--- src/hdl/randomized_rank_encoder_core_macros.svh ---
// Assertion macros used by the rank encoder top level.
`ifndef RANDOMIZED_RANK_ENCODER_CORE_MACROS_SVH
`define RANDOMIZED_RANK_ENCODER_CORE_MACROS_SVH

// Same-cycle implication, checked outside reset.
`define RRE_ASSERT_NOW(label, clk, rst, ante, cons, msg) \
   label: assert property (@(posedge clk) disable iff (rst) (ante) |-> (cons)) \
      else $error(msg);

// Next-cycle implication, checked outside reset.
`define RRE_ASSERT_NEXT(label, clk, rst, ante, cons, msg) \
   label: assert property (@(posedge clk) disable iff (rst) (ante) |=> (cons)) \
      else $error(msg);

`endif

--- src/hdl/rre_pkg.sv ---
// Shared types and constants for the randomized rank encoder.
`timescale 1ns / 1ps
package rre_pkg;

   localparam int TABLE_ENTRIES_DEF = 256;
   localparam int DATA_W            = 32;
   localparam logic [DATA_W-1:0] ALL_ONES = '1;

   // One input item.
   typedef struct packed {
      logic signed [DATA_W-1:0] key_value;
      logic [DATA_W-1:0]        rand_word;
   } req_type;

   // One result item.
   typedef struct packed {
      logic [DATA_W-1:0] rank_code;
      logic [DATA_W-1:0] key_count;
      logic              new_key;
      logic              table_full;
   } rsp_type;

   // Controller to datapath commands.
   typedef struct packed {
      logic load;
      logic scan;
      logic update;
      logic mult;
      logic out_load;
   } cmd_type;

   // Datapath to controller status.
   typedef struct packed {
      logic scan_done;
   } status_type;

endpackage

--- src/hdl/rre_ctrl.sv ---
// Controller: sequences scan, update, multiply and result hand-off per item.
`timescale 1ns / 1ps
module rre_ctrl (
   input  logic                clock,
   input  logic                reset,
   input  logic                req_valid,
   output logic                req_stall,
   output logic                rsp_valid,
   input  logic                rsp_stall,
   output rre_pkg::cmd_type    cmd,
   input  rre_pkg::status_type status
);

   localparam logic [2:0] ST_IDLE   = 3'd0;
   localparam logic [2:0] ST_SCAN   = 3'd1;
   localparam logic [2:0] ST_UPDATE = 3'd2;
   localparam logic [2:0] ST_MULT   = 3'd3;
   localparam logic [2:0] ST_FINISH = 3'd4;

   logic [2:0] state_ff, state_in;
   logic       rsp_valid_ff, rsp_valid_in;
   logic       out_free;

   assign req_stall = (state_ff != ST_IDLE);
   assign rsp_valid = rsp_valid_ff;
   assign out_free  = !rsp_valid_ff || !rsp_stall;

   // next state and commands
   always_comb begin
      state_in     = state_ff;
      rsp_valid_in = rsp_valid_ff && rsp_stall;
      cmd          = '0;
      case (state_ff)
         ST_IDLE: begin
            if (req_valid) begin
               cmd.load = 1'b1;
               state_in = ST_SCAN;
            end
         end
         ST_SCAN: begin
            cmd.scan = 1'b1;
            if (status.scan_done) begin
               state_in = ST_UPDATE;
            end
         end
         ST_UPDATE: begin
            cmd.update = 1'b1;
            state_in   = ST_MULT;
         end
         ST_MULT: begin
            cmd.mult = 1'b1;
            state_in = ST_FINISH;
         end
         ST_FINISH: begin
            if (out_free) begin
               cmd.out_load = 1'b1;
               rsp_valid_in = 1'b1;
               state_in     = ST_IDLE;
            end
         end
         default: begin
            state_in = ST_IDLE;
         end
      endcase
   end

   always_ff @(posedge clock) begin
      if (reset) begin
         state_ff     <= ST_IDLE;
         rsp_valid_ff <= 1'b0;
      end else begin
         state_ff     <= state_in;
         rsp_valid_ff <= rsp_valid_in;
      end
   end

endmodule

--- config.mk ---
export PLATFORM = sky130hd
export DESIGN_NAME = rre_ctrl
export DESIGN_NICKNAME = d
export VERILOG_FILES = /design/src/hdl/randomized_rank_encoder_core_macros.svh /design/src/hdl/rre_pkg.sv /design/src/hdl/rre_ctrl.sv
export SDC_FILE = /design/constraint.sdc
export NUM_CORES = 1
export LEC_CHECK = 0
export ABC_AREA = 1
export BUFFER_PORTS_ARGS = -buffer_cell sky130_fd_sc_hd__buf_2
export CORE_AREA = 2 2 39 41
export CTS_CLUSTER_DIAMETER = 200
export DETAILED_ROUTE_END_ITERATION = 8
export DIE_AREA = 0 0 41 43
export GPL_TIMING_DRIVEN = 0
export SLEW_MARGIN = 20
export SYNTH_ARGS = -nofsm -noshare
export SYNTH_HDL_FRONTEND = slang
export SYNTH_SLANG_ARGS = --single-unit
--- constraint.sdc ---
create_clock -name clock -period 2.1 [get_ports clock]
set_input_delay 0.42 -clock clock [delete_from_list [all_inputs] [get_ports clock]]
set_output_delay 0.42 -clock clock [all_outputs]
set_load 0.03 [all_outputs]
; After elaboration in Yosys (flattened, before gate mapping)
; Index checks and enable logic that the tools add are counted.
[word_totals]
output_inout_bits = 7
reg_bits = 4
wordCells = 29
input_bits = 5
[classes]
reduce_logical = 7
n_eq_ne = 7
n_mux = 13
[ops]
columns = operator, count
row1 = case mux 3 bit (5 select lines), 1
row2 = 2-to-1 mux 1 bit, 9
row3 = 2-to-1 mux 3 bit, 3
row4 = == test 3 x 2 -> 1 bit (second input constant), 2
row5 = != test 2 bit (second input constant), 3
row6 = == test 3 x 1 -> 1 bit (second input constant), 1
row7 = == test 3 bit (second input constant), 1
row8 = zero test 3 bit, 1
row9 = AND reduction 3 bit, 1
row10 = nonzero test 3 bit, 1
row11 = zero test 1 bit, 2
row12 = logical AND 1 bit, 1
row13 = logical OR 1 bit, 1

; Depth between registers and ports, before layout
; Gate-level depths: netlist (run 1).
[logic_depth]
ltp_word = 4
ltp_mapped = 6
depth_no_buf = 6

; Worst setup path after synthesis (run 1)
; OpenSTA, ideal clock, no wires.
[synth_timing]
path_kind = register to output
start = register state_ff[0]
end = output port cmd[4] (netlist name)
t_required_ps = 1680
n_path_buf = 0
t_arrival_ps = 1199
setup_slack_ps = 481
path_stages_with_launch = 4
path_cell_list = dfxtp_1 > nor2_2 > nand2_1 > nor2_1
[synth_rtl]
columns = element, line
row1 = start: declaration, rre_ctrl.sv:20  ; logic [2:0] state_ff, state_in;
row2 = start signal: assignment, rre_ctrl.sv:72  ; state_ff <= state_in;
row3 = end: declaration, rre_ctrl.sv:10  ; output rre_pkg::cmd_type cmd,

==> metrics.txt, run 1 <==
Starting Density 0.182; final net count 58; syn avg cell area 6.80 µm²; worst min path class in2reg; GRT Overall Usage 0.0742; status finished clean; vias 255; data required time of the critical path 1.68 ns; post-route DRC violation count 0; Int Pwr 0.172 mW; FF-to-FF path depth 5; Yosys warning count 0; std cell rows 14; RSZ-0062 raised after global routing false; Syn Std Cell Area 251 µm²; Finished Layout Cells 67; largest net degree at the start of global routing 7; die height 43 µm; DR WL/cell 7.34 µm; layout cell share with drive strength beyond 1 0.471; Flop pwr share 0.330; die area 1760 µm²; # hold bufs at CTS 0; Top-Level Pins 12; # Max-Cap Violations 0; DPL Wire Length 418 µm; NetSw 0.0906 mW; min Tclk post-route 1.56 ns; Post-DRT Antenna Nets 0; Hold WS 0.411 ns; CP startpoint state_ff[2]$_SDFFE_PP0P_; syn_nets 42; DRT iter0 DRCs 0; Post-CTS Resized 0; Clk Latency, worst-skew pair 0.23 ns; Critical Path Sink Type output port; area of the core 1380 µm²; initial antenna violation count 0; Comb pwr share 0.314; CTS Root Buffer Type clkbuf_4; CTS tree done; Fmax 0.643 GHz; Sum Neg Setup Slack 0 ns; antenna fix cells 0; setup fix buffers added after clock tree synthesis 0; final setup violation count 0; clock group share of total power 0.356; Post-Syn Instances 37; Util after Layout 0.252; Critical Path Source Type register; Initial DRT Pass Iterations 1; hold path cells 2; Worst Max-Slew Pin Slew 0.219 ns; Max Slew Vio Count 0; Max FO, Critical Path 5; Chip Width 41 µm; GRT overflow 0; Placer Congestion 0.662; critical path class reg2out; vias in the first global route 251; CTS Buf Count 3; proportion of synthesized chip area in sequential cells 0.318; drt total wl 492 µm; first-pass GRT wire length 828 µm; switching share of power 0.345; fin crit share 0.741; port bufs 11; clock-pin slew on the worst setup and hold paths 0.04 ns; hold endpoint state_ff[1]$_SDFFE_PP0P_; Final Hold Fails 0; Setup Skew 0.00192 ns; r2r endpoint state_ff[0]$_SDFFE_PP0P_; Static Leak 0.206 nW; PD cells 753 nW/µm²; count of unique library cells instantiated by Yosys 13; vias per cell 3.81; Sink Count 4; R2R Setup Slk 1.17 ns; H-tree levels 1; worst r2r src state_ff[0]$_SDFFE_PP0P_; Layout Area Growth over Synthesis 38.8%; Max-slew headroom 0.854; worst path arrival time 1.14 ns; worst IR drop on VDD 0.195 mV; hold path start reset; Bufs on Longest Clock Path 2; synthesized flop and latch total 4; placed cell count 64
==> metrics by stage <==
stage               cell area (µm²)  power (mW)  setup slack (ns)
global route                    349       0.284             0.451
finish                          349       0.263             0.545
detailed placement              327       0.171             0.752
global placement                327       0.170             0.754
CTS                             349       0.271             0.521
floorplan                       251       0.151             0.481
==> metal layers <==
metal | up-vias | track usage | share of wire
met3 | 0 | 0.0314 | 0.045
met4 | 0 | 0.0800 | 0
met5 | - | 0 | 0
met1 | 107 | 0.0577 | 0.41
met2 | 4 | 0.119 | 0.54
li1 | 144 | - | -
==> cells in the mapped netlist <==
cell type | number | share of area
a21oi_1 | 2 | 0.040
buf_4 | 1 | 0.030
dfxtp_1 | 4 | 0.32
inv_1 | 7 | 0.10
inv_2 | 2 | 0.030
nand2_1 | 4 | 0.060
nand3_1 | 3 | 0.060
nand3_2 | 3 | 0.12
nand3b_1 | 1 | 0.030
nor2_1 | 5 | 0.075
nor2_2 | 3 | 0.075
nor3_2 | 1 | 0.040
o21ai_1 | 1 | 0.020
==> how the worst max path moves through the flow <==
| stage | to | slack (ns) | cells after the start |
|---|---|---|---|
| after floorplan | cmd[4] | 0.48 | 3 |
| after global placement | cmd[0] | 0.75 | 5 |
| after detailed placement | cmd[0] | 0.75 | 5 |
| after CTS | cmd[1] | 0.52 | 5 |
| after global routing | cmd[4] | 0.45 | 4 |
| final | cmd[1] | 0.54 | 5 |
==> cells by family (layout without fill, tap and decap cells) <==
group / count (synthesis) / count (layout) / synth area share
simple gates: 20 / 20 / 0.458
compound gates: 3 / 3 / 0.0597
flops: 4 / 4 / 0.318
buf+inv: 10 / 24 / 0.164
==> sequential cells by signal, summed over array words and instances (netlist names) <==
register   cells
rsp_valid      1
state_ff       3
==> final cells by class <==
class	instances	area (µm²)
Timing Repair Buffer	11	55.1
Multi-Input combinational cell	23	130
Inverter	9	33.8
Fill cell	157	1030
Sequential cell	4	80.1
Buffer	1	7.51
Clock buffer	3	22.5
Tap cell	16	20.0
==> power by group through the flow <==
stage,Sequential [mW],Clock [mW],Combinational [mW]
finish,0.0868,0.0937,0.0825
global route,0.0872,0.105,0.0918
CTS,0.0867,0.101,0.0837
detailed placement,0.0879,0,0.0834
global placement,0.0879,0,0.0825
floorplan,0.0875,0,0.0634
==> cells in the final DEF (no fill, tap or decap), drive strengths merged <==
| cell | n |
|---|---|
| nand2 | 4 |
| o21ai | 1 |
| a21oi | 2 |
| clkbuf | 3 |
| inv | 9 |
| dfxtp | 4 |
| nor3 | 1 |
| nor2 | 8 |
| buf | 12 |
| nand3b | 1 |
| nand3 | 6 |
==> critical path, cell delays in order, from the launching register on <==
cell     delay (ns)
dfxtp_1        0.43
inv_2          0.06
nand3_1        0.09
inv_1          0.04
buf_4          0.11
buf_2          0.16
No activity file was read; power rests on OpenSTA's default activity.
==> run 2: changes to the inputs <==
- clock period: 2.1 -> 1.4 ns (I/O delays scaled with it)
==> metrics.txt, run 2 (synthesis results as in run 1) <==
status finished clean; DR WL/cell 7.39 µm (+0.61%); H-tree levels 1 (unchanged); Placer Congestion 0.680 (+2.6%); port bufs 11 (unchanged); Hold WS 0.265 ns (-0.146 ns); Bufs on Longest Clock Path 2 (unchanged); Critical Path Source Type register; PD cells 1100 nW/µm² (+46%); max FFs per register 3 (unchanged); Comb pwr share 0.324 (+0.010); Static Leak 0.210 nW (+1.8%); Critical Path Sink Type output port; final net count 58 (unchanged); Post-DRT Antenna Nets 0 (unchanged); R2R Setup Slk 0.52 ns (-0.65 ns); DPL Wire Length 416 µm (-0.53%); CTS Buf Count 3 (unchanged); layout cell share with drive strength beyond 1 0.549 (+0.0784); worst IR drop on VDD 0.308 mV (+58%); Fmax 0.734 GHz; largest net degree at the start of global routing 7 (unchanged); vias in the first global route 234 (-6.8%); std cell rows 14 (unchanged); worst path arrival time 1.08 ns (-0.06 ns); gr busiest metal met2; antenna fix cells 0 (unchanged); commonest non-fill, non-tap cells in the layout buf_2, inv_1, nand2_1, nor2_2; switching share of power 0.345 (about the same); commonest non-fill, non-tap cell in the layout buf_2; Util after Layout 0.265 (+0.0127); CP cell instances inv_2 > nand3_1 > inv_1 > buf_4 > buf_2; # Max-Cap Violations 0 (unchanged); Max-slew headroom 0.896 (+0.0427); Worst Max-Slew Pin Slew 0.157 ns (-0.0626 ns); die height 43 µm (unchanged); Initial DRT Pass Iterations 2 (+1); vias 259 (+1.6%); die area 1760 µm² (unchanged); DRT iter0 DRCs 1 (+1); NetSw 0.139 mW (+53%); area of the core 1380 µm² (unchanged); clock-pin slew on the worst setup and hold paths 0.04 ns (about the same); Top-Level Pins 12 (unchanged); Starting Density 0.182 (unchanged); Crit path largest cell delay 0.39 ns (-0.04 ns); GRT overflow 0 (unchanged); Setup Skew 0.000774 ns (-0.00115 ns); worst path bufs/invs 4 (unchanged); CTS Root Buffer Type clkbuf_4; Max Slew Vio Count 0 (unchanged); vias per cell 3.87 (+1.6%); met3 Use GR 0.0314 (unchanged); worst min path class in2reg; post-route cell area 367 µm² (+5.0%); Sum Neg Setup Slack 0 ns (unchanged); slowest cell on the critical path dfxtp_2; Final Hold Fails 0 (unchanged); fillers 155 (-1.3%); first-pass GRT wire length 765 µm (-7.6%); met2 GRT Util 0.106 (-0.0125); delay-heaviest family, CP flip-flops; placed cell count 64 (unchanged); pre-CTS setup slack 0.224 ns (-0.529 ns); drt total wl 495 µm (+0.61%); post-route DRC violation count 0 (unchanged); dpl cell area 329 µm² (+0.77%); Reg with most FFs state_ff; final setup violation count 0 (unchanged); Int Pwr 0.264 mW (+53%); Total Power 0.402 mW (+53%); CTS tree done; Layout Area Growth over Synthesis 45.8%; fin crit share 0.974; data required time of the critical path 1.12 ns (-0.56 ns); GRT Overall Usage 0.0693 (-0.00495); initial antenna violation count 0 (unchanged); RSZ-0062 raised after global routing true; Max FO, Critical Path 5 (unchanged); min Tclk post-route 1.36 ns; setup fix buffers added after clock tree synthesis 0 (unchanged); Clk Latency, worst-skew pair 0.23 ns (about the same); Chip Width 41 µm (unchanged); fin worst setup slack 0.0370 ns (-0.508 ns); critical path class reg2out; Flop pwr share 0.332 (+0.002); met1 GRT Util 0.0547 (-0.00303); clock group share of total power 0.344 (-0.012); Finished Layout Cells 67 (unchanged); Sink Count 4 (unchanged)
## run 2: cell counts in the layout (fill, tap and decap cells not counted)
No cell type changed its count.
## run 2: worst paths after layout
check | end | start | cells past startpoint
setup / recovery | cmd[1] | state_ff[2]$_SDFFE_PP0P_ | 5
hold / removal | state_ff[2]$_SDFFE_PP0P_ | reset | 2
setup reg to reg | state_ff[0]$_SDFFE_PP0P_ | state_ff[0]$_SDFFE_PP0P_ | 6
hold reg to reg | rsp_valid$_SDFF_PP0_ | rsp_valid$_SDFF_PP0_ | 2
## run 2: layout make-up
cell class	instances	area, µm²	area share
Clock buffer	3	22.5	0.0614
Tap cell	16	20.0	0.0546
Multi-Input combinational cell	23	140	0.382
Timing Repair Buffer	11	60.1	0.164
Inverter	9	33.8	0.0922
Sequential cell	4	82.6	0.225
Buffer	1	7.51	0.0205
## run 2: routing by layer
layer / vias up / wire length [µm] / share of wire
met5: - / 0 / 0
met4: 0 / 0 / 0
met3: 0 / 21 / 0.042
met2: 4 / 277 / 0.56
met1: 113 / 196 / 0.40
li1: 142 / - / -
## run 2: repair_timing
item / 4_1_cts / 5_1_grt
pin swaps: 1 / 0
setup endpoints to repair: 2 / 3
resized for setup: 2 / 5
hold buffers: 0 / 0
## run 2: power by group through the flow
stage	Sequential, mW	Clock, mW	Combinational (mW)
2_1_floorplan	0.131	0	0.0969
3_3_place_gp	0.132	0	0.126
3_5_place_dp	0.132	0	0.128
4_1_cts	0.130	0.145	0.130
5_1_grt	0.135	0.155	0.144
6_report	0.134	0.138	0.130
==> run 3: changes to the inputs <==
- SETUP_SLACK_MARGIN: default -> 0.05
==> metrics.txt, run 3 (synthesis results as in run 1) <==
antenna fix cells 0 (unchanged); die area 1760 µm² (unchanged); fin crit share 0.946 (-0.0275); post-route DRC violation count 0 (unchanged); Max-slew headroom 0.897 (+0.00107); CP cell instances nor2_2 > nand2_2 > nor2_4 > buf_4; vias 281 (+8.5%); Layout Area Growth over Synthesis 55.7%; Flop pwr share 0.312 (-0.020); Bufs on Longest Clock Path 2 (unchanged); hold endpoint state_ff[2]$_SDFFE_PP0P_; Clk Latency, worst-skew pair 0.23 ns (about the same); Post-DRT Antenna Nets 0 (unchanged); worst path arrival time 1.04 ns (-0.04 ns); # hold bufs at CTS 0 (unchanged); RSZ-0062 raised after global routing true; switching share of power 0.347 (+0.00173); Starting Density 0.182 (unchanged); CTS Buf Count 3 (unchanged); FF-to-FF path depth 6 (unchanged); Max FO, Critical Path 5 (unchanged); first-pass GRT wire length 862 µm (+13%); PD cells 1070 nW/µm² (-2.8%); critical path class reg2out; met3 WL 14 µm (-33%); DR WL/cell 8.62 µm (+17%); clock-pin slew on the worst setup and hold paths 0.04 ns (about the same); std cell rows 14 (unchanged); metal2 WL 372 µm (+34%); R2R Setup Slk 0.36 ns (-0.16 ns); commonest non-fill, non-tap cells in the layout inv_1, buf_2, buf_4, nor2_2, clkbuf_4; fin worst setup slack 0.0755 ns (+0.0385 ns); wl on met1 208 µm (+6.1%); Total Power 0.418 mW (+3.8%); hold path cells 2 (unchanged); CTS Root Buffer Type clkbuf_4; Sink Count 4 (unchanged); final setup violation count 0 (unchanged); status finished clean; worst IR drop on VDD 0.386 mV (+25%); layout cell share with drive strength beyond 1 0.585 (+0.0359); Critical Path Source Type register; Top-Level Pins 12 (unchanged); drt total wl 595 µm (+20%); Setup Skew 0.00306 ns (+0.00229 ns); area of the core 1380 µm² (unchanged); clock group share of total power 0.331 (-0.013); Final Hold Fails 0 (unchanged); hold path start reset; slowest cell on the critical path dfxtp_4; Crit path largest cell delay 0.36 ns (-0.03 ns); worst min path class in2reg; GRT overflow 0 (unchanged); pre-CTS setup slack 0.200 ns (-0.0239 ns); # Max-Cap Violations 0 (unchanged); Placer Congestion 0.667 (-1.9%); GRT Overall Usage 0.0752 (+0.00595); Int Pwr 0.273 mW (+3.5%); DRT iter0 DRCs 0 (-1); Worst Max-Slew Pin Slew 0.155 ns (-0.00161 ns); Reg with most FFs state_ff; max FFs per register 3 (unchanged); Comb pwr share 0.357 (+0.033); Static Leak 0.218 nW (+3.8%); Chip Width 41 µm (unchanged); DPL Wire Length 437 µm (+5.2%); Fmax 0.755 GHz (+2.9%); vias in the first global route 258 (+10%); final net count 60 (+3.4%); CTS tree done; Max Slew Vio Count 0 (unchanged); worst r2r src state_ff[1]$_SDFFE_PP0P_; H-tree levels 1 (unchanged); vias per cell 4.07 (+5.3%); min Tclk post-route 1.32 ns (-0.0385 ns); Critical Path Sink Type output port; NetSw 0.145 mW (+4.3%); Initial DRT Pass Iterations 1 (-1); Top Metal Used met3; die height 43 µm (unchanged); r2r endpoint state_ff[0]$_SDFFE_PP0P_; port bufs 11 (unchanged); data required time of the critical path 1.12 ns (about the same); Sum Neg Setup Slack 0 ns (unchanged); largest net degree at the start of global routing 7 (unchanged); initial antenna violation count 0 (unchanged)
## run 3: timing repair
item | CTS | global route
resized for setup | 7 | 2
endpoints found under the setup margin | 4 | 4
pin swaps | 1 | 0
setup buffers | 1 | 1
## run 3: critical path: cells and delay by family, from the launching register on
kind / cells / cell delay (ns)
and+or+nand+nor: 3 / 0.31
DFF: 1 / 0.36
buffers and inverters: 1 / 0.15
## run 3: metrics by stage
stage | hold WS (ns) | instances | cell area (µm²) | utilization
2_1_floorplan | 0.349 | 37 | 259 | -
3_3_place_gp | 0.479 | 64 | 334 | 0.241
3_5_place_dp | 0.483 | 64 | 334 | 0.241
4_1_cts | 0.243 | 68 | 379 | 0.274
5_1_grt | 0.247 | 69 | 392 | 0.283
6_report | 0.250 | 69 | 392 | 0.283
## run 3: power by group through the flow
| stage | clock network (mW) | logic [mW] | registers [mW] |
|---|---|---|---|
| detailed placement | 0 | 0.131 | 0.132 |
| global route | 0.155 | 0.165 | 0.131 |
| finish | 0.138 | 0.149 | 0.130 |
| global placement | 0 | 0.129 | 0.132 |
| floorplan | 0 | 0.100 | 0.131 |
| CTS | 0.147 | 0.140 | 0.130 |
## run 3: how the worst max path moves through the flow
stage | to | depth (start not counted) | slack (ns) | startpoint
6_report | cmd[4] | 4 | 0.08 | state_ff[2]$_SDFFE_PP0P_
5_1_grt | cmd[4] | 4 | 0.007 | state_ff[2]$_SDFFE_PP0P_
4_1_cts | cmd[4] | 4 | 0.05 | state_ff[2]$_SDFFE_PP0P_
3_5_place_dp | cmd[4] | 4 | 0.20 | state_ff[2]$_SDFFE_PP0P_
3_3_place_gp | cmd[4] | 4 | 0.20 | state_ff[0]$_SDFFE_PP0P_
2_1_floorplan | cmd[4] | 3 | 0.11 | state_ff[0]$_SDFFE_PP0P_
## run 3: routing by layer
| metal | GRT usage | vias up |
|---|---|---|
| met2 | 0.125 | 4 |
| met4 | 0.0600 | 0 |
| li1 | - | 148 |
| met3 | 0.0314 | 0 |
| met1 | 0.0641 | 129 |
| met5 | 0 | - |
## run 3: layout make-up
cell class | count | area [µm²]
Fill cell | 156 | 992
Multi-Input combinational cell | 23 | 143
Clock buffer | 3 | 22.5
Sequential cell | 4 | 85.1
Timing Repair Buffer | 13 | 80.1
Buffer | 1 | 7.51
Inverter | 9 | 33.8
Tap cell | 16 | 20.0
